**src/rtl/epp_pkg.sv**
```systemverilog
// Shared types and constants for the expert prefetch predictor.
// No dependencies; imported by every module of the block except epp_ram.
`timescale 1ns / 1ps

package epp_pkg;

    // Storage geometry
    localparam int MAX_LAYERS  = 32;
    localparam int MAX_LEN     = 128;
    localparam int WINDOW      = 4;
    localparam int MAX_EXPERTS = 64;
    localparam int MAX_TOPK    = 8;

    localparam int LAYER_W = 5;
    localparam int EXP_W   = 6;
    localparam int IDX_W   = 7;
    localparam int SLOT_W  = 2;
    localparam int LEN_W   = 8;   // holds MAX_LEN itself
    localparam int CNT_W   = 7;   // holds MAX_EXPERTS itself
    localparam int K_W     = 4;   // holds MAX_TOPK itself
    localparam int RANK_W  = 3;
    localparam int NL_W    = 6;

    localparam int HIST_DEPTH = MAX_LAYERS * WINDOW * MAX_LEN;
    localparam int HIST_AW    = LAYER_W + SLOT_W + IDX_W;
    localparam int VEC_DEPTH  = MAX_LAYERS * MAX_LEN;
    localparam int VEC_AW     = LAYER_W + IDX_W;
    localparam int WGT_DEPTH  = MAX_LAYERS * MAX_EXPERTS * MAX_LEN;
    localparam int ACC_W      = 48;

    // Item kinds
    localparam logic [1:0] CMD_ACT  = 2'd0;
    localparam logic [1:0] CMD_PRED = 2'd1;
    localparam logic [1:0] CMD_WGT  = 2'd2;
    localparam logic [1:0] CMD_CNT  = 2'd3;

    // Configuration register indexes
    localparam logic [1:0] CFG_NUM_LAYERS = 2'd0;
    localparam logic [1:0] CFG_VECTOR_LEN = 2'd1;
    localparam logic [1:0] CFG_TOP_K      = 2'd2;

    typedef struct packed {
        logic [1:0]         cmd;
        logic [LAYER_W-1:0] layer;
        logic [EXP_W-1:0]   expert;
        logic [IDX_W-1:0]   index;
        logic signed [15:0] value;
        logic               last;
    } epp_item_t;

    typedef struct packed {
        logic signed [ACC_W-1:0] logit;
        logic [EXP_W-1:0]        id;
    } epp_entry_t;

    typedef struct packed {
        logic               valid;
        logic               first;
        logic               last;
        logic               zero;
        logic [EXP_W-1:0]   e;
    } epp_tag_t;

    // Controller to datapath
    typedef struct packed {
        logic                clear_wr;
        logic [HIST_AW-1:0]  clr_addr;
        logic                capture;
        logic                act_rd;
        logic                act_wr;
        logic                wr_weight;
        logic                wr_count;
        logic                mac_issue;
        logic                mac_first;
        logic                mac_last;
        logic                mac_zero;
        logic [EXP_W-1:0]    mac_exp;
        logic [IDX_W-1:0]    mac_idx;
        logic                sel_rd;
        logic                sel_first;
        logic [EXP_W-1:0]    sel_pos;
        logic [RANK_W-1:0]   rank;
        logic                swap_a;
        logic                swap_b;
        logic                emit_ok;
        logic                emit_err;
        logic                emit_last;
    } epp_cmd_t;

    // Datapath to controller
    typedef struct packed {
        logic [1:0]        item_cmd;
        logic              layer_ok;
        logic [LEN_W-1:0]  n_len;
        logic [CNT_W-1:0]  n_exp;
        logic [K_W-1:0]    k;
        logic              pipe_busy;
        logic              sel_busy;
        logic              out_busy;
    } epp_sts_t;

endpackage

```
**src/rtl/epp_ctrl.sv**
```systemverilog
// Controller: sequences clearing, item decode, the MAC sweep, selection and result emission.
// Depends on epp_pkg; drives the datapath through epp_cmd_t.
`timescale 1ns / 1ps

module epp_ctrl
    import epp_pkg::*;
(
    input  logic     aclk,
    input  logic     aresetn,
    input  logic     s_tvalid,
    output logic     s_tready,
    input  epp_sts_t sts,
    output epp_cmd_t cmd
);

    typedef enum logic [11:0] {
        ST_CLEAR     = 12'b000000000001,
        ST_IDLE      = 12'b000000000010,
        ST_DECODE    = 12'b000000000100,
        ST_ACT_WR    = 12'b000000001000,
        ST_MAC       = 12'b000000010000,
        ST_MAC_DRAIN = 12'b000000100000,
        ST_SEL_RD    = 12'b000001000000,
        ST_SEL_SCAN  = 12'b000010000000,
        ST_SEL_DRAIN = 12'b000100000000,
        ST_SWAP_A    = 12'b001000000000,
        ST_SWAP_B    = 12'b010000000000,
        ST_EMIT      = 12'b100000000000
    } epp_state_t;

    epp_state_t         state_reg, state_next;
    logic [HIST_AW-1:0] clr_reg, clr_next;
    logic [EXP_W-1:0]   e_reg, e_next;
    logic [IDX_W-1:0]   i_reg, i_next;
    logic [RANK_W-1:0]  rnd_reg, rnd_next;
    logic [EXP_W-1:0]   j_reg, j_next;

    logic i_last, e_last, rnd_last;

    assign s_tready = (state_reg == ST_IDLE);
    assign i_last   = (sts.n_len == '0) || ({1'b0, i_reg} == sts.n_len - LEN_W'(1));
    assign e_last   = ({1'b0, e_reg} == sts.n_exp - CNT_W'(1));
    assign rnd_last = ({1'b0, rnd_reg} + K_W'(1) == sts.k);

    always_comb begin
        state_next = state_reg;
        clr_next   = clr_reg;
        e_next     = e_reg;
        i_next     = i_reg;
        rnd_next   = rnd_reg;
        j_next     = j_reg;
        cmd        = '0;
        cmd.clr_addr  = clr_reg;
        cmd.mac_exp   = e_reg;
        cmd.mac_idx   = i_reg;
        cmd.mac_first = (i_reg == '0);
        cmd.mac_last  = i_last;
        cmd.mac_zero  = (sts.n_len == '0);
        cmd.rank      = rnd_reg;
        cmd.sel_pos   = j_reg;
        cmd.emit_last = rnd_last;
        cmd.capture   = s_tvalid && s_tready;

        unique case (state_reg)
            ST_CLEAR: begin
                cmd.clear_wr = 1'b1;
                clr_next = clr_reg + HIST_AW'(1);
                if (clr_reg == HIST_AW'(HIST_DEPTH - 1)) begin
                    state_next = ST_IDLE;
                end
            end
            ST_IDLE: begin
                if (cmd.capture) begin
                    state_next = ST_DECODE;
                end
            end
            ST_DECODE: begin
                cmd.act_rd = 1'b1;
                unique case (sts.item_cmd)
                    CMD_ACT: begin
                        state_next = sts.layer_ok ? ST_ACT_WR : ST_IDLE;
                    end
                    CMD_WGT: begin
                        cmd.wr_weight = 1'b1;
                        state_next = ST_IDLE;
                    end
                    CMD_CNT: begin
                        cmd.wr_count = 1'b1;
                        state_next = ST_IDLE;
                    end
                    CMD_PRED: begin
                        // hold until the previous result has left
                        if (!sts.out_busy) begin
                            if (!sts.layer_ok) begin
                                cmd.emit_err = 1'b1;
                                state_next = ST_IDLE;
                            end else if (sts.k == '0) begin
                                state_next = ST_IDLE;
                            end else begin
                                e_next = '0;
                                i_next = '0;
                                state_next = ST_MAC;
                            end
                        end
                    end
                    default: state_next = ST_IDLE;
                endcase
            end
            ST_ACT_WR: begin
                cmd.act_wr = 1'b1;
                state_next = ST_IDLE;
            end
            ST_MAC: begin
                cmd.mac_issue = 1'b1;
                if (i_last) begin
                    i_next = '0;
                    e_next = e_reg + EXP_W'(1);
                    if (e_last) begin
                        state_next = ST_MAC_DRAIN;
                    end
                end else begin
                    i_next = i_reg + IDX_W'(1);
                end
            end
            ST_MAC_DRAIN: begin
                if (!sts.pipe_busy) begin
                    rnd_next = '0;
                    state_next = ST_SEL_RD;
                end
            end
            ST_SEL_RD: begin
                cmd.sel_rd    = 1'b1;
                cmd.sel_first = 1'b1;
                cmd.sel_pos   = EXP_W'(rnd_reg);
                j_next = EXP_W'(rnd_reg) + EXP_W'(1);
                if ({4'b0, rnd_reg} + CNT_W'(1) < sts.n_exp) begin
                    state_next = ST_SEL_SCAN;
                end else begin
                    state_next = ST_SEL_DRAIN;
                end
            end
            ST_SEL_SCAN: begin
                cmd.sel_rd = 1'b1;
                j_next = j_reg + EXP_W'(1);
                if ({1'b0, j_reg} == sts.n_exp - CNT_W'(1)) begin
                    state_next = ST_SEL_DRAIN;
                end
            end
            ST_SEL_DRAIN: begin
                if (!sts.sel_busy) begin
                    state_next = ST_SWAP_A;
                end
            end
            ST_SWAP_A: begin
                cmd.swap_a = 1'b1;
                state_next = ST_SWAP_B;
            end
            ST_SWAP_B: begin
                cmd.swap_b  = 1'b1;
                cmd.emit_ok = 1'b1;
                state_next = rnd_last ? ST_IDLE : ST_EMIT;
            end
            ST_EMIT: begin
                if (!sts.out_busy) begin
                    rnd_next = rnd_reg + RANK_W'(1);
                    state_next = ST_SEL_RD;
                end
            end
            default: state_next = ST_IDLE;
        endcase
    end

    always_ff @(posedge aclk) begin
        if (!aresetn) begin
            state_reg <= ST_CLEAR;
            clr_reg   <= '0;
            e_reg     <= '0;
            i_reg     <= '0;
            rnd_reg   <= '0;
            j_reg     <= '0;
        end else begin
            state_reg <= state_next;
            clr_reg   <= clr_next;
            e_reg     <= e_next;
            i_reg     <= i_next;
            rnd_reg   <= rnd_next;
            j_reg     <= j_next;
        end
    end

endmodule

```
**config.mk**
```make
export PLATFORM = sky130hd
export DESIGN_NAME = epp_ctrl
export DESIGN_NICKNAME = d
export VERILOG_FILES = /design/src/rtl/epp_pkg.sv /design/src/rtl/epp_ctrl.sv
export SDC_FILE = /design/constraint.sdc
export NUM_CORES = 1
export LEC_CHECK = 0
export ABC_AREA = 1
export BUFFER_PORTS_ARGS = -buffer_cell sky130_fd_sc_hd__buf_2
export CAP_MARGIN = 30
export CORE_AREA = 5 5 98 100
export DETAILED_ROUTE_END_ITERATION = 10
export DIE_AREA = 0 0 103 105
export GPL_ROUTABILITY_DRIVEN = 0
export GPL_TIMING_DRIVEN = 0
export PLACE_DENSITY = 0.65
export SLEW_MARGIN = 20
export SYNTH_ARGS = -nofsm -noshare
export SYNTH_HDL_FRONTEND = slang
export SYNTH_SLANG_ARGS = --single-unit
```
**constraint.sdc**
```tcl
create_clock -name aclk -period 1.88 [get_ports aclk]
set_input_delay 0.376 -clock aclk [delete_from_list [all_inputs] [get_ports aclk]]
set_output_delay 0.376 -clock aclk [all_outputs]
set_load 0.01 [all_outputs]
```
==> flow_summary.json <==
{
  "yosysUniqueCellTypes": 41,
  "path_clk_slew_ps": 90,
  "clock_latency_ps": 300,
  "hold_ws_ps": 403,
  "ys_seq_area_share_pct": 26.8,
  "ir_drop_mv": 0.544,
  "grt_start_max_net_pins": 14,
  "async_reset_ff_share_pct": 0,
  "utilization_pct": 55.8,
  "io_pins": 82,
  "n_antenna_cell": 0,
  "grt_pass1_vias": 3642,
  "postSynthAreaPerCell_um2": 6.21,
  "ys.flop_type": "dfxtp_1",
  "fmax_mhz": 505,
  "worst_slew_pin_slew_ps": 610,
  "ys_seq_elements": 48,
  "rows": 34,
  "wl_per_cell_um": 12.9,
  "grt_overflow": 0,
  "final_hold_viol_count": 0,
  "hpwl_um": 7650,
  "cts_buffer_depth": 2,
  "area_growth_pct": 33.8,
  "critPathArrivalTime_ps": 1600,
  "fp.dieH_um": 105,
  "die-area_mm2": 0.0108,
  "drive_above_1_share_pct": 33.5,
  "die_w_um": 103,
  "crit_path_start_kind": "flip-flop",
  "htreeDepth": 2,
  "violations": "setup timing",
  "syn-num-nets": 617,
  "clock_skew_ps": 3.68,
  "routed_wl_um": 10300,
  "slew_headroom_pct": 59.3,
  "post-route-period-util_pct": 105,
  "vias": 3992,
  "antenna_found_initial": 0,
  "fin_crit_ps": 1980,
  "firstDrtPassIters": 4,
  "largest_register_ffs": 14,
  "core_mm2": 0.00859,
  "fin_nets": 730,
  "port_buffers": 81,
  "ant_nets": 0,
  "endpoint_kind": "primary output",
  "status": "complete, but fails checks",
  "maxCapViolCount": 0,
  "power_density_mw_per_mm2": 881,
  "power_uw": 4220,
  "cts_tree": "built",
  "grt_pass1_wl_um": 16400,
  "cts.sinks": 48,
  "rrSetupSlack_ps": -10,
  "cp_max_fo": 9,
  "power.leakage_uw": 0.00233,
  "cts_hold_buffers": 0,
  "grt_usage_pct": 18.3,
  "synth_edf_count": 0,
  "synthCells": 577,
  "yosysWarnings": 0,
  "cp.required_ps": 1500,
  "cts_buffers": 5,
  "drc_errors": 0,
  "hp-class": "in -> reg",
  "drt-vias-per-instance": 5.01,
  "rsz0062_at_grt": "yes",
  "layout_setup_ws_ps": -98.5,
  "drtIter0Drc": 152,
  "start_util_pct": 41.7,
  "worstSetupPathType": "reg -> out",
  "root_buffer": "clkbuf_8",
  "syn_area_mm2": 0.00358,
  "drv_slew": 0,
  "finalSetupViolCount": 12
}
[repair_timing]
item	in CTS	in global routing
setup buffers	11	15
hold endpoints to repair	0	0
pin swaps	17	28
gates cloned	1	1
endpoints found under the setup margin	22	43
gates resized for setup	61	56
[path summary, 6_finish.rpt]
path / from / to / cells past startpoint
min: aresetn / clr_reg[3] / 3
min reg2reg: clr_reg[10] / clr_reg[10] / 2
max: state_reg[10] / cmd[10] / 8
max reg2reg: state_reg[10] / state_reg[8] / 13
[synthesized netlist by cell type (2+ instances only)]
cell type / number / area (um2)
ha_1: 12 / 150
buf_6: 3 / 33.8
nor4_1: 2 / 12.5
a221oi_1: 2 / 17.5
dfxtp_1: 48 / 961
nand2_1: 126 / 473
nand3_4: 2 / 35.0
nand2_2: 10 / 62.6
inv_2: 6 / 22.5
a21oi_1: 19 / 95.1
nand4_1: 11 / 68.8
nand3_2: 2 / 20.0
or2_2: 2 / 12.5
o211ai_1: 2 / 15.0
xnor2_1: 3 / 26.3
nor2_4: 4 / 45.0
nor2_2: 7 / 43.8
inv_1: 92 / 345
o21ai_1: 7 / 35.0
nor3_2: 4 / 40.0
o21ai_0: 30 / 150
nand3_1: 50 / 250
nor2_1: 84 / 315
xor2_1: 12 / 105
nor3_1: 17 / 85.1
clkinv_1: 2 / 7.51
a211oi_1: 2 / 15.0
buf_4: 3 / 22.5
[layout by cell type (no fill, tap or decap), types with 3 or more instances in the layout]
cell,count
dfxtp_2,15
dfxtp_4,4
nand4_1,11
ha_1,8
o21ai_2,3
nand2_1,118
nor3_4,3
a21oi_1,19
nand2_2,15
nand3_4,4
nand3_1,46
nor2_4,11
nand2_4,4
clkbuf_8,5
buf_6,8
xor2_1,10
nor2_2,11
inv_4,4
o21ai_1,8
nor3_1,10
buf_2,74
inv_1,82
inv_2,11
nor3_2,9
nand3_2,5
o21ai_0,25
ha_4,3
nor2_1,73
buf_4,26
dfxtp_1,29
[power breakdown]
| part | leakage, uW | internal (uW) | total (uW) | switching [uW] |
|---|---|---|---|---|
| sequential | 0.000398 | 1150 | 1290 | 138 |
| clock | 0.0000501 | 383 | 743 | 360 |
| combinational | 0.00189 | 882 | 2190 | 1310 |
| total | 0.00233 | 2410 | 4220 | 1810 |
[per-layer routing]
layer | up-vias | share of wire, % | track usage (%)
li1 | 2065 | - | -
met1 | 1841 | 44 | 23.3
met2 | 73 | 51 | 31.8
met3 | 13 | 4.0 | 2.86
met4 | 0 | 1.2 | 4.44
met5 | - | 0 | 0
[cell families after synthesis]
family	count (synthesis)	share of synthesized area, %
AOI/OAI and AO/OA	67	10.4
xor gates and xnor gates	15	3.67
adders and majority gates	12	4.19
buffers and inverters	109	12.5
DFF	48	26.8
and+or+nand+nor	326	42.4
[critical path, cell delays in order, from the launching register on]
cell and delay, ps:
dfxtp_2 360, nor2_4 140, nand2_4 90, nor2_4 230
nand2_4 110, clkinv_4 100, nand2_1 50, o21ai_0 60
buf_2 150
[final cells by class]
type                            instances  area [um2]
Tap cell                              108         135
Clock buffer                            5        68.8
Sequential cell                        48         995
Clock inverter                          1        30.0
Inverter                              100         395
Fill cell                             841        3800
Buffer                                  6        48.8
Multi-Input combinational cell        421        2460
Timing Repair Buffer                  108         659
[per-stage QoR]
| stage | std cells | TNS (ps) | area, um2 | worst slack, ps |
|---|---|---|---|---|
| final | 797 | -455 | 4790 | -98.5 |
| after global placement | 766 | -4660 | 4120 | -357 |
| after floorplan | 577 | 0 | 3580 | 32.1 |
| after CTS | 782 | -117 | 4500 | -59.7 |
| after detailed placement | 766 | -5190 | 4120 | -390 |
| after global routing | 797 | -2510 | 4790 | -156 |
(Power assumes the default switching activity.)
